--- src/rtl/rpn_pkg.sv ---
`timescale 1ns / 1ps
// ----------------------------------------------------------------------------
// rpn_pkg
// Shared types, character codes and the control-store program of the
// postfix character calculator.
// ----------------------------------------------------------------------------
package rpn_pkg;

  localparam int VALUE_W = 32;
  localparam int PC_W    = 5;

  // Character codes.
  localparam logic [7:0] CH_NL      = 8'h0A;
  localparam logic [7:0] CH_SPACE   = 8'h20;
  localparam logic [7:0] CH_HASH    = 8'h23;
  localparam logic [7:0] CH_PERCENT = 8'h25;
  localparam logic [7:0] CH_STAR    = 8'h2A;
  localparam logic [7:0] CH_PLUS    = 8'h2B;
  localparam logic [7:0] CH_COMMA   = 8'h2C;
  localparam logic [7:0] CH_MINUS   = 8'h2D;
  localparam logic [7:0] CH_SLASH   = 8'h2F;
  localparam logic [7:0] CH_ZERO    = 8'h30;
  localparam logic [7:0] CH_NINE    = 8'h39;
  localparam logic [7:0] CH_UPPER_C = 8'h43;
  localparam logic [7:0] CH_LOWER_C = 8'h63;
  localparam logic [7:0] CH_LOWER_D = 8'h64;
  localparam logic [7:0] CH_LOWER_F = 8'h66;
  localparam logic [7:0] CH_LOWER_P = 8'h70;
  localparam logic [7:0] CH_LOWER_R = 8'h72;
  localparam logic [7:0] CH_LOWER_Z = 8'h7A;

  typedef enum logic [2:0] {
    KIND_VALUE   = 3'd0,
    KIND_WORD    = 3'd1,
    KIND_END     = 3'd2,
    KIND_OVF     = 3'd3,
    KIND_UNKNOWN = 3'd4
  } kind_t;

  typedef enum logic [4:0] {
    OP_NOP, OP_DIGIT, OP_NEWLINE, OP_PUSH_CLR, OP_DUP, OP_DEPTH, OP_PRINT,
    OP_LIST, OP_ADD, OP_SUB, OP_MUL, OP_DIV, OP_REM, OP_SWAP, OP_CLEAR,
    OP_CLR_OVF, OP_COMMENT, OP_UNKNOWN
  } op_t;

  typedef enum logic [1:0] {VS_ZERO, VS_ACC, VS_RDATA} vsel_t;

  typedef enum logic [2:0] {
    AO_HOLD, AO_DIGIT, AO_ZERO, AO_ADD, AO_SUB, AO_POPW, AO_ALU
  } acc_op_t;

  typedef enum logic {PS_ACC, PS_DEPTH} psrc_t;

  typedef enum logic [1:0] {AL_MUL, AL_DIV, AL_REM} alu_op_t;

  typedef enum logic [2:0] {
    C_NEVER, C_ALWAYS, C_NO_OVF, C_LIST_DONE, C_ALU_BUSY
  } cond_t;

  // Control word: one per program step.
  typedef struct packed {
    logic            emit;
    kind_t           kind;
    vsel_t           vsel;
    logic            last;
    acc_op_t         acc_op;
    logic            push;
    psrc_t           psrc;
    logic            pop;
    logic            clr_depth;
    logic            clr_ovf;
    logic            idx_clr;
    logic            idx_inc;
    logic            rd_idx;
    logic            alu_start;
    alu_op_t         alu_op;
    cond_t           cond;
    logic [PC_W-1:0] tgt;
    logic            fin;
  } ucw_t;

  typedef struct packed {
    logic en;
    ucw_t u;
  } ctl_t;

  typedef struct packed {
    logic ovf;
    logic list_done;
  } stat_t;

  typedef struct packed {
    logic               valid;
    kind_t              kind;
    logic [VALUE_W-1:0] value;
    logic               last;
  } emit_t;

  typedef struct packed {
    logic    start;
    alu_op_t op;
  } alu_req_t;

  // Program addresses.
  localparam logic [PC_W-1:0] S_DONE    = 5'd0;
  localparam logic [PC_W-1:0] S_DIGIT   = 5'd1;
  localparam logic [PC_W-1:0] S_NL0     = 5'd2;
  localparam logic [PC_W-1:0] S_NL1     = 5'd3;
  localparam logic [PC_W-1:0] S_COMMA   = 5'd4;
  localparam logic [PC_W-1:0] S_DUP     = 5'd5;
  localparam logic [PC_W-1:0] S_DEPTH   = 5'd6;
  localparam logic [PC_W-1:0] S_PRINT   = 5'd7;
  localparam logic [PC_W-1:0] S_CLEAR   = 5'd8;
  localparam logic [PC_W-1:0] S_CLROVF  = 5'd9;
  localparam logic [PC_W-1:0] S_UNKNOWN = 5'd10;
  localparam logic [PC_W-1:0] S_ADD0    = 5'd11;
  localparam logic [PC_W-1:0] S_ADD1    = 5'd12;
  localparam logic [PC_W-1:0] S_SUB0    = 5'd13;
  localparam logic [PC_W-1:0] S_SUB1    = 5'd14;
  localparam logic [PC_W-1:0] S_SWAP0   = 5'd15;
  localparam logic [PC_W-1:0] S_SWAP1   = 5'd16;
  localparam logic [PC_W-1:0] S_MUL0    = 5'd17;
  localparam logic [PC_W-1:0] S_MUL1    = 5'd18;
  localparam logic [PC_W-1:0] S_WAIT    = 5'd19;
  localparam logic [PC_W-1:0] S_ALU_WB  = 5'd20;
  localparam logic [PC_W-1:0] S_DIV0    = 5'd21;
  localparam logic [PC_W-1:0] S_DIV1    = 5'd22;
  localparam logic [PC_W-1:0] S_REM0    = 5'd23;
  localparam logic [PC_W-1:0] S_REM1    = 5'd24;
  localparam logic [PC_W-1:0] S_LIST0   = 5'd25;
  localparam logic [PC_W-1:0] S_LIST1   = 5'd26;
  localparam logic [PC_W-1:0] S_LIST2   = 5'd27;
  localparam logic [PC_W-1:0] S_LIST3   = 5'd28;

  // Inside a comment every byte but a newline decodes to a no-op.
  function automatic op_t decode_char(input logic [7:0] ch, input logic in_comment);
    op_t op;
    op = OP_UNKNOWN;
    if (in_comment && (ch != CH_NL)) begin
      op = OP_NOP;
    end else if ((ch >= CH_ZERO) && (ch <= CH_NINE)) begin
      op = OP_DIGIT;
    end else begin
      unique case (ch)
        CH_NL:      op = OP_NEWLINE;
        CH_SPACE:   op = OP_NOP;
        CH_COMMA:   op = OP_PUSH_CLR;
        CH_LOWER_D: op = OP_DUP;
        CH_LOWER_Z: op = OP_DEPTH;
        CH_LOWER_P: op = OP_PRINT;
        CH_LOWER_F: op = OP_LIST;
        CH_PLUS:    op = OP_ADD;
        CH_MINUS:   op = OP_SUB;
        CH_STAR:    op = OP_MUL;
        CH_SLASH:   op = OP_DIV;
        CH_PERCENT: op = OP_REM;
        CH_LOWER_R: op = OP_SWAP;
        CH_LOWER_C: op = OP_CLEAR;
        CH_UPPER_C: op = OP_CLR_OVF;
        CH_HASH:    op = OP_COMMENT;
        default:    op = OP_UNKNOWN;
      endcase
    end
    return op;
  endfunction

  function automatic logic [PC_W-1:0] entry_of(input op_t op);
    logic [PC_W-1:0] a;
    a = S_DONE;
    unique case (op)
      OP_NOP:      a = S_DONE;
      OP_DIGIT:    a = S_DIGIT;
      OP_NEWLINE:  a = S_NL0;
      OP_PUSH_CLR: a = S_COMMA;
      OP_DUP:      a = S_DUP;
      OP_DEPTH:    a = S_DEPTH;
      OP_PRINT:    a = S_PRINT;
      OP_LIST:     a = S_LIST0;
      OP_ADD:      a = S_ADD0;
      OP_SUB:      a = S_SUB0;
      OP_MUL:      a = S_MUL0;
      OP_DIV:      a = S_DIV0;
      OP_REM:      a = S_REM0;
      OP_SWAP:     a = S_SWAP0;
      OP_CLEAR:    a = S_CLEAR;
      OP_CLR_OVF:  a = S_CLROVF;
      OP_COMMENT:  a = S_DONE;
      OP_UNKNOWN:  a = S_UNKNOWN;
      default:     a = S_UNKNOWN;
    endcase
    return a;
  endfunction

  // Control store. A step that branches still performs its actions.
  function automatic ucw_t ucode(input logic [PC_W-1:0] pc);
    ucw_t u;
    u = '0;
    unique case (pc)
      S_DONE: u.fin = 1'b1;
      S_DIGIT: begin
        u.acc_op = AO_DIGIT;
        u.fin    = 1'b1;
      end
      S_NL0: begin
        u.cond = C_NO_OVF;
        u.tgt  = S_DONE;
      end
      S_NL1: begin
        u.emit    = 1'b1;
        u.kind    = KIND_OVF;
        u.vsel    = VS_ZERO;
        u.last    = 1'b1;
        u.clr_ovf = 1'b1;
        u.fin     = 1'b1;
      end
      S_COMMA: begin
        u.push   = 1'b1;
        u.psrc   = PS_ACC;
        u.acc_op = AO_ZERO;
        u.fin    = 1'b1;
      end
      S_DUP: begin
        u.push = 1'b1;
        u.psrc = PS_ACC;
        u.fin  = 1'b1;
      end
      S_DEPTH: begin
        u.push = 1'b1;
        u.psrc = PS_DEPTH;
        u.fin  = 1'b1;
      end
      S_PRINT: begin
        u.emit = 1'b1;
        u.kind = KIND_VALUE;
        u.vsel = VS_ACC;
        u.last = 1'b1;
        u.fin  = 1'b1;
      end
      S_CLEAR: begin
        u.clr_depth = 1'b1;
        u.fin       = 1'b1;
      end
      S_CLROVF: begin
        u.clr_ovf = 1'b1;
        u.fin     = 1'b1;
      end
      S_UNKNOWN: begin
        u.emit = 1'b1;
        u.kind = KIND_UNKNOWN;
        u.vsel = VS_ZERO;
        u.last = 1'b1;
        u.fin  = 1'b1;
      end
      S_ADD0, S_SUB0, S_SWAP0, S_MUL0, S_DIV0, S_REM0: u.pop = 1'b1;
      S_ADD1: begin
        u.acc_op = AO_ADD;
        u.fin    = 1'b1;
      end
      S_SUB1: begin
        u.acc_op = AO_SUB;
        u.fin    = 1'b1;
      end
      S_SWAP1: begin
        u.push   = 1'b1;
        u.psrc   = PS_ACC;
        u.acc_op = AO_POPW;
        u.fin    = 1'b1;
      end
      S_MUL1: begin
        u.alu_start = 1'b1;
        u.alu_op    = AL_MUL;
      end
      S_WAIT: begin
        u.cond = C_ALU_BUSY;
        u.tgt  = S_WAIT;
      end
      S_ALU_WB: begin
        u.acc_op = AO_ALU;
        u.fin    = 1'b1;
      end
      S_DIV1: begin
        u.alu_start = 1'b1;
        u.alu_op    = AL_DIV;
        u.cond      = C_ALWAYS;
        u.tgt       = S_WAIT;
      end
      S_REM1: begin
        u.alu_start = 1'b1;
        u.alu_op    = AL_REM;
        u.cond      = C_ALWAYS;
        u.tgt       = S_WAIT;
      end
      S_LIST0: u.idx_clr = 1'b1;
      S_LIST1: begin
        u.rd_idx = 1'b1;
        u.cond   = C_LIST_DONE;
        u.tgt    = S_LIST3;
      end
      S_LIST2: begin
        u.emit    = 1'b1;
        u.kind    = KIND_WORD;
        u.vsel    = VS_RDATA;
        u.idx_inc = 1'b1;
        u.cond    = C_ALWAYS;
        u.tgt     = S_LIST1;
      end
      S_LIST3: begin
        u.emit = 1'b1;
        u.kind = KIND_END;
        u.vsel = VS_ZERO;
        u.last = 1'b1;
        u.fin  = 1'b1;
      end
      default: u.fin = 1'b1;
    endcase
    return u;
  endfunction

endpackage

--- src/rtl/rpn_char_stack_calculator.sv ---
`timescale 1ns / 1ps
// ----------------------------------------------------------------------------
// rpn_char_stack_calculator
// Postfix stack calculator on a character stream, run by a microcoded
// sequencer over a small datapath and an iterative arithmetic unit.
// ----------------------------------------------------------------------------
// Usage:
//   s_axis carries one ASCII character per transfer in tdata[7:0].
//   m_axis carries results: tdata = value, tuser = result kind, tlast marks
//   the final result caused by a character.
//   After a character is taken, tready stays low while its program runs.
//   Multiply, divide and remainder wait on the one-bit-per-cycle shift-add /
//   shift-subtract unit, and a listing hands out the stack words one by one.
//   The next character is taken in the cycle after the last step, while the
//   last result may still sit in the output register.
//   If m_axis_tready stays low, a step that hands out a result waits, so the
//   whole program stalls with no result lost.
//   Reset (synchronous, active high) empties the stack and clears the
//   accumulator, overflow flag and comment mode; stack words are not cleared.
// ----------------------------------------------------------------------------
module rpn_char_stack_calculator #(
  parameter int STACK_DEPTH = 8,
  parameter int WORD_WIDTH  = 32
) (
  input  logic        clk,
  input  logic        rst,
  input  logic        s_axis_tvalid,
  output logic        s_axis_tready,
  input  logic [7:0]  s_axis_tdata,   // [7:0] char_in
  output logic        m_axis_tvalid,
  input  logic        m_axis_tready,
  output logic [31:0] m_axis_tdata,   // [31:0] value
  output logic [2:0]  m_axis_tuser,   // [2:0] result_kind
  output logic        m_axis_tlast
);

  logic                  in_go;
  logic                  seq_busy;
  logic                  out_free;
  logic                  alu_busy;
  logic [WORD_WIDTH-1:0] alu_res;
  logic [WORD_WIDTH-1:0] alu_a;
  logic [WORD_WIDTH-1:0] alu_b;
  rpn_pkg::alu_req_t     alu_req;
  rpn_pkg::ctl_t         ctl;
  rpn_pkg::stat_t        stat;
  rpn_pkg::emit_t        emit;

  rpn_pkg::kind_t        out_kind;
  logic [31:0]           out_value;
  logic                  out_last;
  logic                  out_valid;

  assign s_axis_tready = !seq_busy;
  assign in_go         = s_axis_tvalid && s_axis_tready;
  assign out_free      = !out_valid || m_axis_tready;

  rpn_seq u_seq (
    .rst      (rst),
    .clk      (clk),
    .in_go    (in_go),
    .in_ch    (s_axis_tdata),
    .out_free (out_free),
    .alu_busy (alu_busy),
    .stat     (stat),
    .busy     (seq_busy),
    .ctl      (ctl)
  );

  rpn_dp #(
    .STACK_DEPTH (STACK_DEPTH),
    .WORD_WIDTH  (WORD_WIDTH)
  ) u_dp (
    .rst     (rst),
    .clk     (clk),
    .in_go   (in_go),
    .in_ch   (s_axis_tdata),
    .ctl     (ctl),
    .alu_res (alu_res),
    .alu_req (alu_req),
    .alu_a   (alu_a),
    .alu_b   (alu_b),
    .stat    (stat),
    .emit    (emit)
  );

  rpn_alu #(
    .WORD_WIDTH (WORD_WIDTH)
  ) u_alu (
    .rst  (rst),
    .clk  (clk),
    .req  (alu_req),
    .a    (alu_a),
    .b    (alu_b),
    .busy (alu_busy),
    .res  (alu_res)
  );

  // Output register; the sequencer only emits when it is free.
  always_ff @(posedge clk) begin
    if (rst) begin
      out_valid <= 1'b0;
    end else if (emit.valid) begin
      out_valid <= 1'b1;
    end else if (m_axis_tready) begin
      out_valid <= 1'b0;
    end
  end

  always_ff @(posedge clk) begin
    if (emit.valid) begin
      out_kind  <= emit.kind;
      out_value <= emit.value;
      out_last  <= emit.last;
    end
  end

  assign m_axis_tvalid = out_valid;
  assign m_axis_tdata  = out_value;
  assign m_axis_tuser  = out_kind;
  assign m_axis_tlast  = out_last;

endmodule

--- src/rtl/rpn_seq.sv ---
`timescale 1ns / 1ps
// ----------------------------------------------------------------------------
// rpn_seq
// Step counter of the control store: decodes each character to a program
// entry, steps through the program and resolves conditional jumps.
// ----------------------------------------------------------------------------
module rpn_seq (
  input  logic                rst,
  input  logic                clk,
  input  logic                in_go,
  input  logic [7:0]          in_ch,
  input  logic                out_free,
  input  logic                alu_busy,
  input  rpn_pkg::stat_t      stat,
  output logic                busy,
  output rpn_pkg::ctl_t       ctl
);

  logic [rpn_pkg::PC_W-1:0] pc;
  logic                     comment;
  rpn_pkg::op_t             op;
  rpn_pkg::ucw_t            u;
  logic                     stall;
  logic                     en;
  logic                     take;

  assign op    = rpn_pkg::decode_char(in_ch, comment);
  assign u     = rpn_pkg::ucode(pc);
  // A step that hands out a result waits until the output register is free.
  assign stall = busy && u.emit && !out_free;
  assign en    = busy && !stall;

  assign ctl.en = en;
  assign ctl.u  = u;

  always_comb begin
    unique case (u.cond)
      rpn_pkg::C_NEVER:     take = 1'b0;
      rpn_pkg::C_ALWAYS:    take = 1'b1;
      rpn_pkg::C_NO_OVF:    take = !stat.ovf;
      rpn_pkg::C_LIST_DONE: take = stat.list_done;
      rpn_pkg::C_ALU_BUSY:  take = alu_busy;
      default:              take = 1'b0;
    endcase
  end

  always_ff @(posedge clk) begin
    if (rst) begin
      pc      <= rpn_pkg::S_DONE;
      busy    <= 1'b0;
      comment <= 1'b0;
    end else if (in_go) begin
      pc   <= rpn_pkg::entry_of(op);
      busy <= 1'b1;
      if (in_ch == rpn_pkg::CH_NL) begin
        comment <= 1'b0;
      end else if (op == rpn_pkg::OP_COMMENT) begin
        comment <= 1'b1;
      end
    end else if (en) begin
      priority if (take) begin
        pc <= u.tgt;
      end else if (u.fin) begin
        busy <= 1'b0;
      end else begin
        pc <= pc + 5'd1;
      end
    end
  end

`ifndef ASSERT_OFF
  a_stall_holds_pc: assert property (@(posedge clk) disable iff (rst)
    stall |=> $stable(pc))
    else $error("program counter moved during an output stall");
  a_no_accept_busy: assert property (@(posedge clk) disable iff (rst)
    in_go |-> !busy)
    else $error("character taken while a program is running");
`endif

endmodule

--- src/rtl/rpn_alu.sv ---
`timescale 1ns / 1ps
// ----------------------------------------------------------------------------
// rpn_alu
// Iterative multiply and signed divide/remainder unit, one bit per cycle:
// shift-add for the product, restoring shift-subtract on magnitudes for the
// quotient and remainder, then a sign fix-up cycle.
// ----------------------------------------------------------------------------
module rpn_alu #(
  parameter int WORD_WIDTH = 32
) (
  input  logic                  rst,
  input  logic                  clk,
  input  rpn_pkg::alu_req_t     req,
  input  logic [WORD_WIDTH-1:0] a,
  input  logic [WORD_WIDTH-1:0] b,
  output logic                  busy,
  output logic [WORD_WIDTH-1:0] res
);

  localparam int W  = WORD_WIDTH;
  localparam int CW = $clog2(W);

  typedef enum logic [2:0] {
    AS_IDLE = 3'b001,
    AS_RUN  = 3'b010,
    AS_FIX  = 3'b100
  } alu_state_t;

  alu_state_t       state;
  rpn_pkg::alu_op_t op_r;
  logic [CW-1:0]    cnt;
  logic [W-1:0]     part;
  logic [W-1:0]     qr;
  logic [W-1:0]     dr;
  logic [W-1:0]     dvd;
  logic             neg_q;
  logic             neg_r;
  logic             zdiv;

  logic [W-1:0]     a_mag;
  logic [W-1:0]     b_mag;
  logic [W:0]       trial;
  logic             start;

  assign start = req.start && (state == AS_IDLE);
  assign busy  = (state != AS_IDLE);
  assign a_mag = a[W-1] ? (~a + 1'b1) : a;
  assign b_mag = b[W-1] ? (~b + 1'b1) : b;
  assign trial = {part, qr[W-1]} - {1'b0, dr};

  always_ff @(posedge clk) begin
    if (rst) begin
      state <= AS_IDLE;
    end else begin
      unique case (state)
        AS_IDLE: if (start) state <= AS_RUN;
        AS_RUN:  if (cnt == '0) state <= AS_FIX;
        AS_FIX:  state <= AS_IDLE;
        default: state <= AS_IDLE;
      endcase
    end
  end

  always_ff @(posedge clk) begin
    if (start) begin
      op_r  <= req.op;
      cnt   <= CW'(W - 1);
      part  <= '0;
      dvd   <= a;
      zdiv  <= (b == '0);
      neg_q <= a[W-1] ^ b[W-1];
      neg_r <= a[W-1];
      if (req.op == rpn_pkg::AL_MUL) begin
        dr <= a;
        qr <= b;
      end else begin
        dr <= b_mag;
        qr <= a_mag;
      end
    end else if (state == AS_RUN) begin
      cnt <= cnt - 1'b1;
      if (op_r == rpn_pkg::AL_MUL) begin
        if (qr[0]) part <= part + dr;
        dr <= dr << 1;
        qr <= qr >> 1;
      end else if (!trial[W]) begin
        part <= trial[W-1:0];
        qr   <= {qr[W-2:0], 1'b1};
      end else begin
        part <= {part[W-2:0], qr[W-1]};
        qr   <= {qr[W-2:0], 1'b0};
      end
    end else if (state == AS_FIX) begin
      unique case (op_r)
        rpn_pkg::AL_MUL: res <= part;
        rpn_pkg::AL_DIV: res <= zdiv ? '0 : (neg_q ? (~qr + 1'b1) : qr);
        rpn_pkg::AL_REM: res <= zdiv ? dvd : (neg_r ? (~part + 1'b1) : part);
        default:         res <= part;
      endcase
    end
  end

`ifndef ASSERT_OFF
  a_start_idle: assert property (@(posedge clk) disable iff (rst)
    req.start |-> (state == AS_IDLE))
    else $error("arithmetic unit started while busy");
  a_start_busy: assert property (@(posedge clk) disable iff (rst)
    req.start |=> busy)
    else $error("arithmetic unit did not go busy after start");
`endif

endmodule

--- src/rtl/rpn_dp.sv ---
`timescale 1ns / 1ps
// ----------------------------------------------------------------------------
// rpn_dp
// Datapath driven by the control word: accumulator, stack memory with a
// registered read port, depth count, overflow flag and listing index.
// ----------------------------------------------------------------------------
module rpn_dp #(
  parameter int STACK_DEPTH = 8,
  parameter int WORD_WIDTH  = 32
) (
  input  logic                  rst,
  input  logic                  clk,
  input  logic                  in_go,
  input  logic [7:0]            in_ch,
  input  rpn_pkg::ctl_t         ctl,
  input  logic [WORD_WIDTH-1:0] alu_res,
  output rpn_pkg::alu_req_t     alu_req,
  output logic [WORD_WIDTH-1:0] alu_a,
  output logic [WORD_WIDTH-1:0] alu_b,
  output rpn_pkg::stat_t        stat,
  output rpn_pkg::emit_t        emit
);

  localparam int W   = WORD_WIDTH;
  localparam int D   = STACK_DEPTH;
  localparam int DCW = $clog2(D + 1);
  localparam int AW  = (D > 1) ? $clog2(D) : 1;
  localparam logic [DCW-1:0] DFULL = DCW'(D);

  logic [W-1:0]   mem [D];
  logic [W-1:0]   rdata;
  logic [W-1:0]   acc;
  logic [DCW-1:0] depth;
  logic [DCW-1:0] idx;
  logic           ovf;
  logic           pop_empty;
  logic [3:0]     digit;

  logic           en;
  rpn_pkg::ucw_t  u;
  logic [W-1:0]   pw;
  logic [W-1:0]   psrc_val;
  logic [DCW-1:0] rd_sel;
  logic [AW-1:0]  rd_addr;
  logic [AW-1:0]  wr_addr;
  logic           wr_en;
  logic [W-1:0]   vsrc;
  logic [W+31:0]  vext;

  assign en = ctl.en;
  assign u  = ctl.u;

  // A pop from an empty stack yields zero.
  assign pw       = pop_empty ? '0 : rdata;
  assign psrc_val = (u.psrc == rpn_pkg::PS_DEPTH) ? W'(depth) : acc;
  assign rd_sel   = u.pop ? (depth - 1'b1) : idx;
  assign rd_addr  = rd_sel[AW-1:0];
  assign wr_addr  = depth[AW-1:0];
  assign wr_en    = en && u.push && (depth != DFULL);

  assign alu_req.start = en && u.alu_start;
  assign alu_req.op    = u.alu_op;
  assign alu_a         = acc;
  assign alu_b         = pw;

  assign stat.ovf       = ovf;
  assign stat.list_done = (idx == depth);

  always_comb begin
    unique case (u.vsel)
      rpn_pkg::VS_ZERO:  vsrc = '0;
      rpn_pkg::VS_ACC:   vsrc = acc;
      rpn_pkg::VS_RDATA: vsrc = rdata;
      default:           vsrc = '0;
    endcase
  end

  // Words narrower than the output are zero-extended, wider ones truncated.
  assign vext       = {32'b0, vsrc};
  assign emit.valid = en && u.emit;
  assign emit.kind  = u.kind;
  assign emit.value = vext[31:0];
  assign emit.last  = u.last;

  always_ff @(posedge clk) begin
    if (wr_en) mem[wr_addr] <= psrc_val;
    if (en && (u.pop || u.rd_idx)) rdata <= mem[rd_addr];
  end

  always_ff @(posedge clk) begin
    if (in_go) digit <= in_ch[3:0];
  end

  always_ff @(posedge clk) begin
    if (rst) begin
      acc       <= '0;
      depth     <= '0;
      idx       <= '0;
      ovf       <= 1'b0;
      pop_empty <= 1'b0;
    end else if (en) begin
      priority if (u.clr_depth) begin
        depth <= '0;
      end else if (u.pop) begin
        pop_empty <= (depth == '0);
        if (depth != '0) depth <= depth - 1'b1;
      end else if (u.push) begin
        if (depth == DFULL) begin
          ovf <= 1'b1;
        end else begin
          depth <= depth + 1'b1;
        end
      end
      if (u.clr_ovf) ovf <= 1'b0;
      if (u.idx_clr) begin
        idx <= '0;
      end else if (u.idx_inc) begin
        idx <= idx + 1'b1;
      end
      unique case (u.acc_op)
        rpn_pkg::AO_HOLD:  acc <= acc;
        rpn_pkg::AO_DIGIT: acc <= (acc << 3) + (acc << 1) + W'(digit);
        rpn_pkg::AO_ZERO:  acc <= '0;
        rpn_pkg::AO_ADD:   acc <= acc + pw;
        rpn_pkg::AO_SUB:   acc <= acc - pw;
        rpn_pkg::AO_POPW:  acc <= pw;
        rpn_pkg::AO_ALU:   acc <= alu_res;
        default:           acc <= acc;
      endcase
    end
  end

`ifndef ASSERT_OFF
  // The listing index keeps its last value after a listing, so it is only
  // bounded by the stack size, not by the current depth.
  a_depth_range: assert property (@(posedge clk) disable iff (rst)
    (depth <= DFULL) && (idx <= DFULL))
    else $error("stack depth or listing index out of range");
`endif

endmodule

--- config.mk ---
export PLATFORM = sky130hd
export DESIGN_NAME = rpn_char_stack_calculator
export DESIGN_NICKNAME = d
export VERILOG_FILES = /design/src/rtl/rpn_pkg.sv /design/src/rtl/rpn_char_stack_calculator.sv /design/src/rtl/rpn_seq.sv /design/src/rtl/rpn_alu.sv /design/src/rtl/rpn_dp.sv
export SDC_FILE = /design/constraint.sdc
export NUM_CORES = 2
export LEC_CHECK = 0
export CAP_MARGIN = 0
export CORE_ASPECT_RATIO = 0.5
export CORE_MARGIN = 1
export CORE_UTILIZATION = 60
export DETAILED_ROUTE_END_ITERATION = 6
export DONT_BUFFER_PORTS = 1
export PLACE_DENSITY = 0.78
export REMOVE_ABC_BUFFERS = 1
export SYNTH_ARGS = -nofsm -noshare
export SYNTH_HDL_FRONTEND = slang
export SYNTH_SLANG_ARGS = --single-unit
--- constraint.sdc ---
create_clock -name clk -period 16 [get_ports clk]
set_input_delay 1.6 -clock clk [delete_from_list [all_inputs] [get_ports clk]]
set_output_delay 1.6 -clock clk [all_outputs]
set_load 0.03 [all_outputs]
Word-level counts from Yosys, hierarchy flattened
Memory sizes are Yosys's and may differ from the RTL's. A register that Yosys moved wholly into a read port is not among the register bits.
Cells that the tools add are included.
{ "word_totals": {"reg_bits": 263, "latch_bits": 0, "in_bits": 12, "mem_bits_ro": 160, "elab_cells": 250, "output_inout_bits": 38, "ramBits": 256, "mem_count": 2} }
{ "mem_list": {"columns": ["name", "depth", "width", "rd", "rd_ports_with_merged_regs", "write_ports", "line", "source"], "rows": [
  ["u_dp.mem", 8, 32, 1, 1, 1, "rpn_dp.sv:30", "logic [W-1:0] mem [D];"],
  ["(name not given)", 32, 5, 1, 0, 0, "rpn_pkg.sv:170", "unique case (op)"]
]} }
{ "op_classes": {"muxes": 69, "mul": 0, "order_cmp": 2, "eq_ne": 76, "n_reduce_logical": 54, "n_shift": 0, "bitwise_logic": 8, "div": 0, "add_sub_neg": 15} }
{ "op_table": {"columns": ["cell", "n"], "rows": [
  ["$mux W32", 19],
  ["$pmux W32 S6", 1],
  ["$add A32 B1 Y32 const B", 4],
  ["$not A32 Y32", 4],
  ["$pmux W32 S2", 2],
  ["$add A32 B32 Y32", 3],
  ["$pmux W5 S16", 1],
  ["$eq A5 B5 Y1 const B", 14],
  ["$eq A8 B6 Y1 const B", 8],
  ["$eq A8 B7 Y1 const B", 7],
  ["$eq A5 B4 Y1 const B", 8],
  ["$pmux W8 S5", 1],
  ["$sub A33 B32 Y33", 1],
  ["$add A32 B4 Y32", 1],
  ["$logic_not A32 Y1", 1],
  ["$sub A32 B32 Y32", 1],
  ["$mux W5", 6],
  ["$pmux W6 S5", 1],
  ["$mux W4", 7],
  ["$mux W1", 23],
  ["$eq A5 B3 Y1 const B", 4],
  ["$pmux W3 S6", 1],
  ["$reduce_bool A2 Y1", 8],
  ["$eq A3 B2 Y1 const B", 5],
  ["other kinds (47)", 93]
]} }

Depth between registers and ports, before layout
{ "logic_depth": {"ltp_word": 10, "ltp_mapped": 23, "mapped_depth_nobuf": 21} }

By module
From an unflattened synthesis, not the netlist that was laid out.
{ "hier_totals": {"hier_cells": 3978, "hier_area_um2": 36498.8} }
{ "by_module_without_submodules": {"columns": ["mod", "n_inst", "area_each_um2", "seq_area_each_um2", "cells_each"], "rows": [
  ["rpn_dp", 1, 19339.8, 9609.2, 2012],
  ["rpn_alu", 1, 14325.0, 4764.6, 1687],
  ["rpn_seq", 1, 1696.6, 140.1, 237],
  ["rpn_char_stack_calculator", 1, 1137.3, 1101.1, 42]
]} }

Worst setup path after synthesis
OpenSTA, ideal clock, no wires.
{ "synth_path": {"path_type": "input -> register", "start": "input m_axis_tready", "end": "memory u_dp.mem[0][0] (netlist bit) (enable)", "setup_ns": 0.461, "arrival_ns": 4.695, "path_stages": 4, "path_buffers": 0, "path_slack_ns": 10.844, "path_cell_list": "nand2b_1 > o21ai_1 > or4_1 > nor3_1"} }
{ "synth_between": {"elab_chain_len": 9} }
{ "synth_rtl": {"columns": ["element", "line", "source"], "rows": [
  ["from (decl)", "rpn_char_stack_calculator.sv:31", "input logic m_axis_tready,"],
  ["$logic_or A1 B1 Y1", "rpn_char_stack_calculator.sv:56", "assign out_free = !out_valid || m_axis_tready;"],
  ["$logic_not A1 Y1", "rpn_seq.sv:30", "assign stall = busy && u.emit && !out_free;"],
  ["$logic_and A1 B1 Y1", "rpn_seq.sv:30", null],
  ["$logic_not A1 Y1", "rpn_seq.sv:31", "assign en = busy && !stall;"],
  ["$logic_and A1 B1 Y1", "rpn_seq.sv:31", null],
  ["$logic_and A1 B1 Y1 (2 in series)", "rpn_dp.sv:59", "assign wr_en = en && u.push && (depth != DFULL);"],
  ["$mux W1", "rpn_dp.sv:86", "if (wr_en) mem[wr_addr] <= psrc_val;"],
  ["$mux W1 (not written as such)", "rpn_dp.sv:86", null],
  ["to (decl)", "rpn_dp.sv:30", null]
]} }
No other way between the ends.

Worst setup path after layout
{ "layout_path": {"start": "register u_dp.pop_empty", "end": "register u_dp.acc[31] (netlist: u_dp.alu_a[31])"} }
{ "layout_between": {"elab_chain_len": 3, "word_cells_on_any_way": 4, "classes_between": "add/sub (2); mux (2)"} }
{ "layout_rtl": {"columns": ["element", "line", "source"], "rows": [
  ["from (decl)", "rpn_dp.sv:36", "logic pop_empty;"],
  ["from (signal assigned)", "rpn_dp.sv:105", "pop_empty <= (depth == '0);"],
  ["$mux W32 *", "rpn_dp.sv:54", "assign pw = pop_empty ? '0 : rdata;"],
  ["$sub A32 B32 Y32 / $add A32 B32 Y32 (equally long branches)", "rpn_dp.sv:125, rpn_dp.sv:124", null],
  ["$pmux W32 S6 *", "rpn_dp.sv:120", "unique case (u.acc_op)"],
  ["to (signal assigned)", "rpn_dp.sv:122", "rpn_pkg::AO_DIGIT: acc <= (acc << 3) + (acc << 1) + W'(digit);"],
  ["to (signal assigned)", "rpn_dp.sv:125", "rpn_pkg::AO_SUB: acc <= acc - pw;"],
  ["to (signal assigned)", "rpn_dp.sv:126", "rpn_pkg::AO_POPW: acc <= pw;"],
  ["to (decl)", "rpn_dp.sv:32", "logic [W-1:0] acc;"]
]} }
Mark *: on every way between the ends. The rest lies on a longest branch, timed or not.
A chain may end at the register's enable or synchronous reset.

==> flow_summary.toml <==
[run_status]
status = "finished, violations left"
failed_checks = "DRC"

[placed_design]
place_ws_ns = 9.86
dpl.hpwl_mm = 67.7
place_congestion = 1.01
portBuffers = 0

[cts]
cts_setup_buffers = 0
cts_hold_buf = 0
cts_tree = "yes"
cts_resized = 0
cts_sinks = 550
root_buffer = "clkbuf_16"
htree_levels = 2
clockBufferDepth = 3
cts_buffers = 50
clk_pin_slew_worst_paths_ns = 0.06
worst_skew_pair.late_latency_ns = 0.62

[worst_setup_path]
crit_end = "u_dp.alu_a[31]"
path_class = "reg -> reg"
crit_path_start = "u_dp.pop_empty"
cp-start-kind = "register"
arrival_ns = 6.85
r2r_start = "u_dp.pop_empty"
cp-end-kind = "register"
rr_worst_depth = 20
required_ns = 16.51
rr_endpoint = "u_dp.alu_a[31]"
crit_fanout = 61
rrSetupSlack_ns = 9.66

[sta]
tns_ns = 0
final-hold-violation-count = 0
max_clock_freq_mhz = 158
finalCritPeriodShare_pct = 39.6
setup_viol = 0
final_max_slew_viol_count = 0
rsz0062_at_grt = "false"
finalWorstSetupSlack_ns = 9.66
maxSlewHeadroom_pct = 19.5
period_minus_slack_ns = 6.34
max_slew.worst_pin.slew_ns = 1.21
worst_clock_skew_ns = 0.0493

[global_routing]
grtUsageTotal_pct = 33.4
grt_pass1_vias = 25100
grt_pass1_wl_mm = 150
grt-ovfl-total = 0
grt_max_degree = 88
antenna_found_initial = 1

[route]
num_vias = 27400
wl_mm = 99.0
wire_per_inst_um = 24.9
antenna_left = 0
drcViolationCount = 2
drt-pass1-iter-count = 7
vias_per_cell = 6.89
drtIter0Drc = 3677

[yosys]
synth_cells = 3300
yosysSeqAreaShare_pct = 45.3
ys_warn_count = 0
synth.avg_cell_area_um2 = 10.4
yosys.area.top_type_share_pct = 40.1
ys_seq_elements = 550
ys_types = 85
ys.flop_type = "edfxtp_1"
async_flop_share_pct = 0
synth_area_leaders = "edfxtp_1 (40%), ha_1 (6.4%), dfxtp_1 (5.2%)"
synth_top_cell_by_area = "edfxtp_1"
netlist_area_um2 = 34400
synth_edf_count = 460

[die]
row_count = 61
start_util_pct = 61.4
die_h_um = 171
core-area_um2 = 56100
die-area_um2 = 58400
die_w_um = 341
io_pins = 50

[cells_and_area]
final_layout_size_suffix_gt1_share_pct = 9.18
nNetsFinal = 3377
num-fill-cells = 4156
synthToLayoutAreaGrowth_pct = 7.10
layout_commonest_cell = "edfxtp_1"
layout_common_cells = "edfxtp_1 (460), a21oi_1 (266), nor2_1 (256), nand2_1 (244), o21ai_0 (179)"
fin_util_pct = 65.7

[power]
power_mw = 4.14
power_density_nw_per_um2 = 112
p_leak_nw = 13.4
ir_drop_v = 0.0000769

[job]
cap_violations = 0

[worst_hold_path]
hold_path.class = "reg -> reg"
hold_start = "u_alu.cnt[4]"
==> metal layers <==
layer	vias up	wire length, µm	share of wire, %	global-route usage [%]
met3	161	12600	13	7.35
li1	12300	-	-	-
met1	13300	41600	42	49.3
met4	0	2270	2.3	8.29
met5	-	0	0	0
met2	1701	42500	43	49.9
==> metrics by stage <==
| step | cell area (µm²) | hold slack [ns] | std cells |
|---|---|---|---|
| 2_1_floorplan | 33600 | 0.457 | 3087 |
| 3_3_place_gp | 35100 | 0.472 | 3887 |
| 3_5_place_dp | 35100 | 0.500 | 3887 |
| 4_1_cts | 36900 | 0.512 | 3980 |
| 5_1_grt | 36900 | 0.520 | 3980 |
| 6_report | 36900 | 0.519 | 3981 |
==> where the power goes <==
group | internal [mW] | total [mW] | leakage, nW | switching [mW]
sequential | 1.61 | 1.75 | 4.91 | 0.139
combinational | 0.447 | 1.06 | 7.64 | 0.612
clock | 0.748 | 1.33 | 0.869 | 0.584
==> kinds of logic after synthesis <==
group / after synthesis / share of synthesized area, %
AO/OA/AOI/OAI: 945 / 18.3
multiplexers: 172 / 7.55
XOR/XNOR: 245 / 6.23
AND/OR/NAND/NOR: 896 / 12.5
adder cells (fa/ha/maj): 182 / 6.72
buffers and inverters: 310 / 3.43
flip-flops: 550 / 45.3
==> layout make-up <==
cell class | count | area, µm² | share of cell area (%)
tap | 756 | 946 | 2.56
timing repair buffer | 44 | 330 | 0.896
multi-input combinational | 2440 | 17800 | 48.3
clock buffer | 63 | 1370 | 3.71
antenna | 1 | 2.50 | 0.00678
sequential | 550 | 15600 | 42.3
inverter | 97 | 364 | 0.987
clock inverter | 30 | 445 | 1.21
==> synthesized netlist by cell type (all sizes together), types with 9 or more instances <==
| cell | count |
|---|---|
| a221oi | 58 |
| edfxtp | 460 |
| and2 | 14 |
| nor2 | 267 |
| mux2 | 42 |
| o21ai | 189 |
| nor3 | 66 |
| o21bai | 17 |
| ha | 177 |
| nand3 | 43 |
| a311oi | 22 |
| o22ai | 11 |
| a21o | 47 |
| a221o | 9 |
| nand2 | 245 |
| o211ai | 23 |
| nand2b | 39 |
| a22o | 37 |
| o221ai | 10 |
| inv | 96 |
| or2 | 17 |
| clkbuf | 188 |
| nor2b | 85 |
| a211oi | 54 |
| mux2i | 64 |
| xnor2 | 151 |
| buf | 25 |
| a21oi | 268 |
| a22oi | 20 |
| nand4 | 16 |
| a222oi | 16 |
| mux4 | 66 |
| o31ai | 38 |
| xor2 | 94 |
| or4 | 21 |
| o41ai | 18 |
| o21a | 38 |
| nor4 | 15 |
| or3 | 23 |
| a31oi | 14 |
| and3 | 16 |
| dfxtp | 90 |
==> worst max-delay path, cell delays in order (launching register included) <==
cell,delay [ns]
dfxtp_2,1.12
nor2b_1,0.25
inv_1,0.17
ha_1,0.24
o21ai_0,0.28
or2_2,0.46
or2_2,0.29
nand2_1,0.09
xor2_1,0.15
ha_1,0.33
a21oi_1,0.24
o21ai_0,0.14
a221o_1,0.37
a221o_1,0.31
nor3_1,0.37
o21ai_0,0.25
a221oi_1,0.48
o21ai_0,0.15
a21oi_1,0.19
nand3_1,0.10
a311oi_1,0.21
==> how the worst min path moves through the flow <==
stage | cells past startpoint | to
global placement | 2 | u_alu.cnt[4]
floorplan | 2 | u_alu.cnt[4]
detailed placement | 2 | u_alu.cnt[4]
finish | 2 | u_alu.cnt[4]
CTS | 2 | u_alu.cnt[4]
global route | 2 | u_alu.cnt[4]
==> registers in the layout (all words and copies together) (netlist names), 2 cells and up <==
signal and count:
m_axis_tdata 32, m_axis_tuser 3, u_alu.cnt 5, u_alu.dr 32
u_alu.dvd 31, u_alu.op_r 2, u_alu.part 32, u_alu.qr 32
u_alu.res 32, u_alu.state 3, u_dp.alu_a 32, u_dp.depth 4
u_dp.digit 4, u_dp.idx 4, u_dp.mem 256, u_dp.rdata 32
u_seq.pc 5
(Power assumes the default switching activity.)
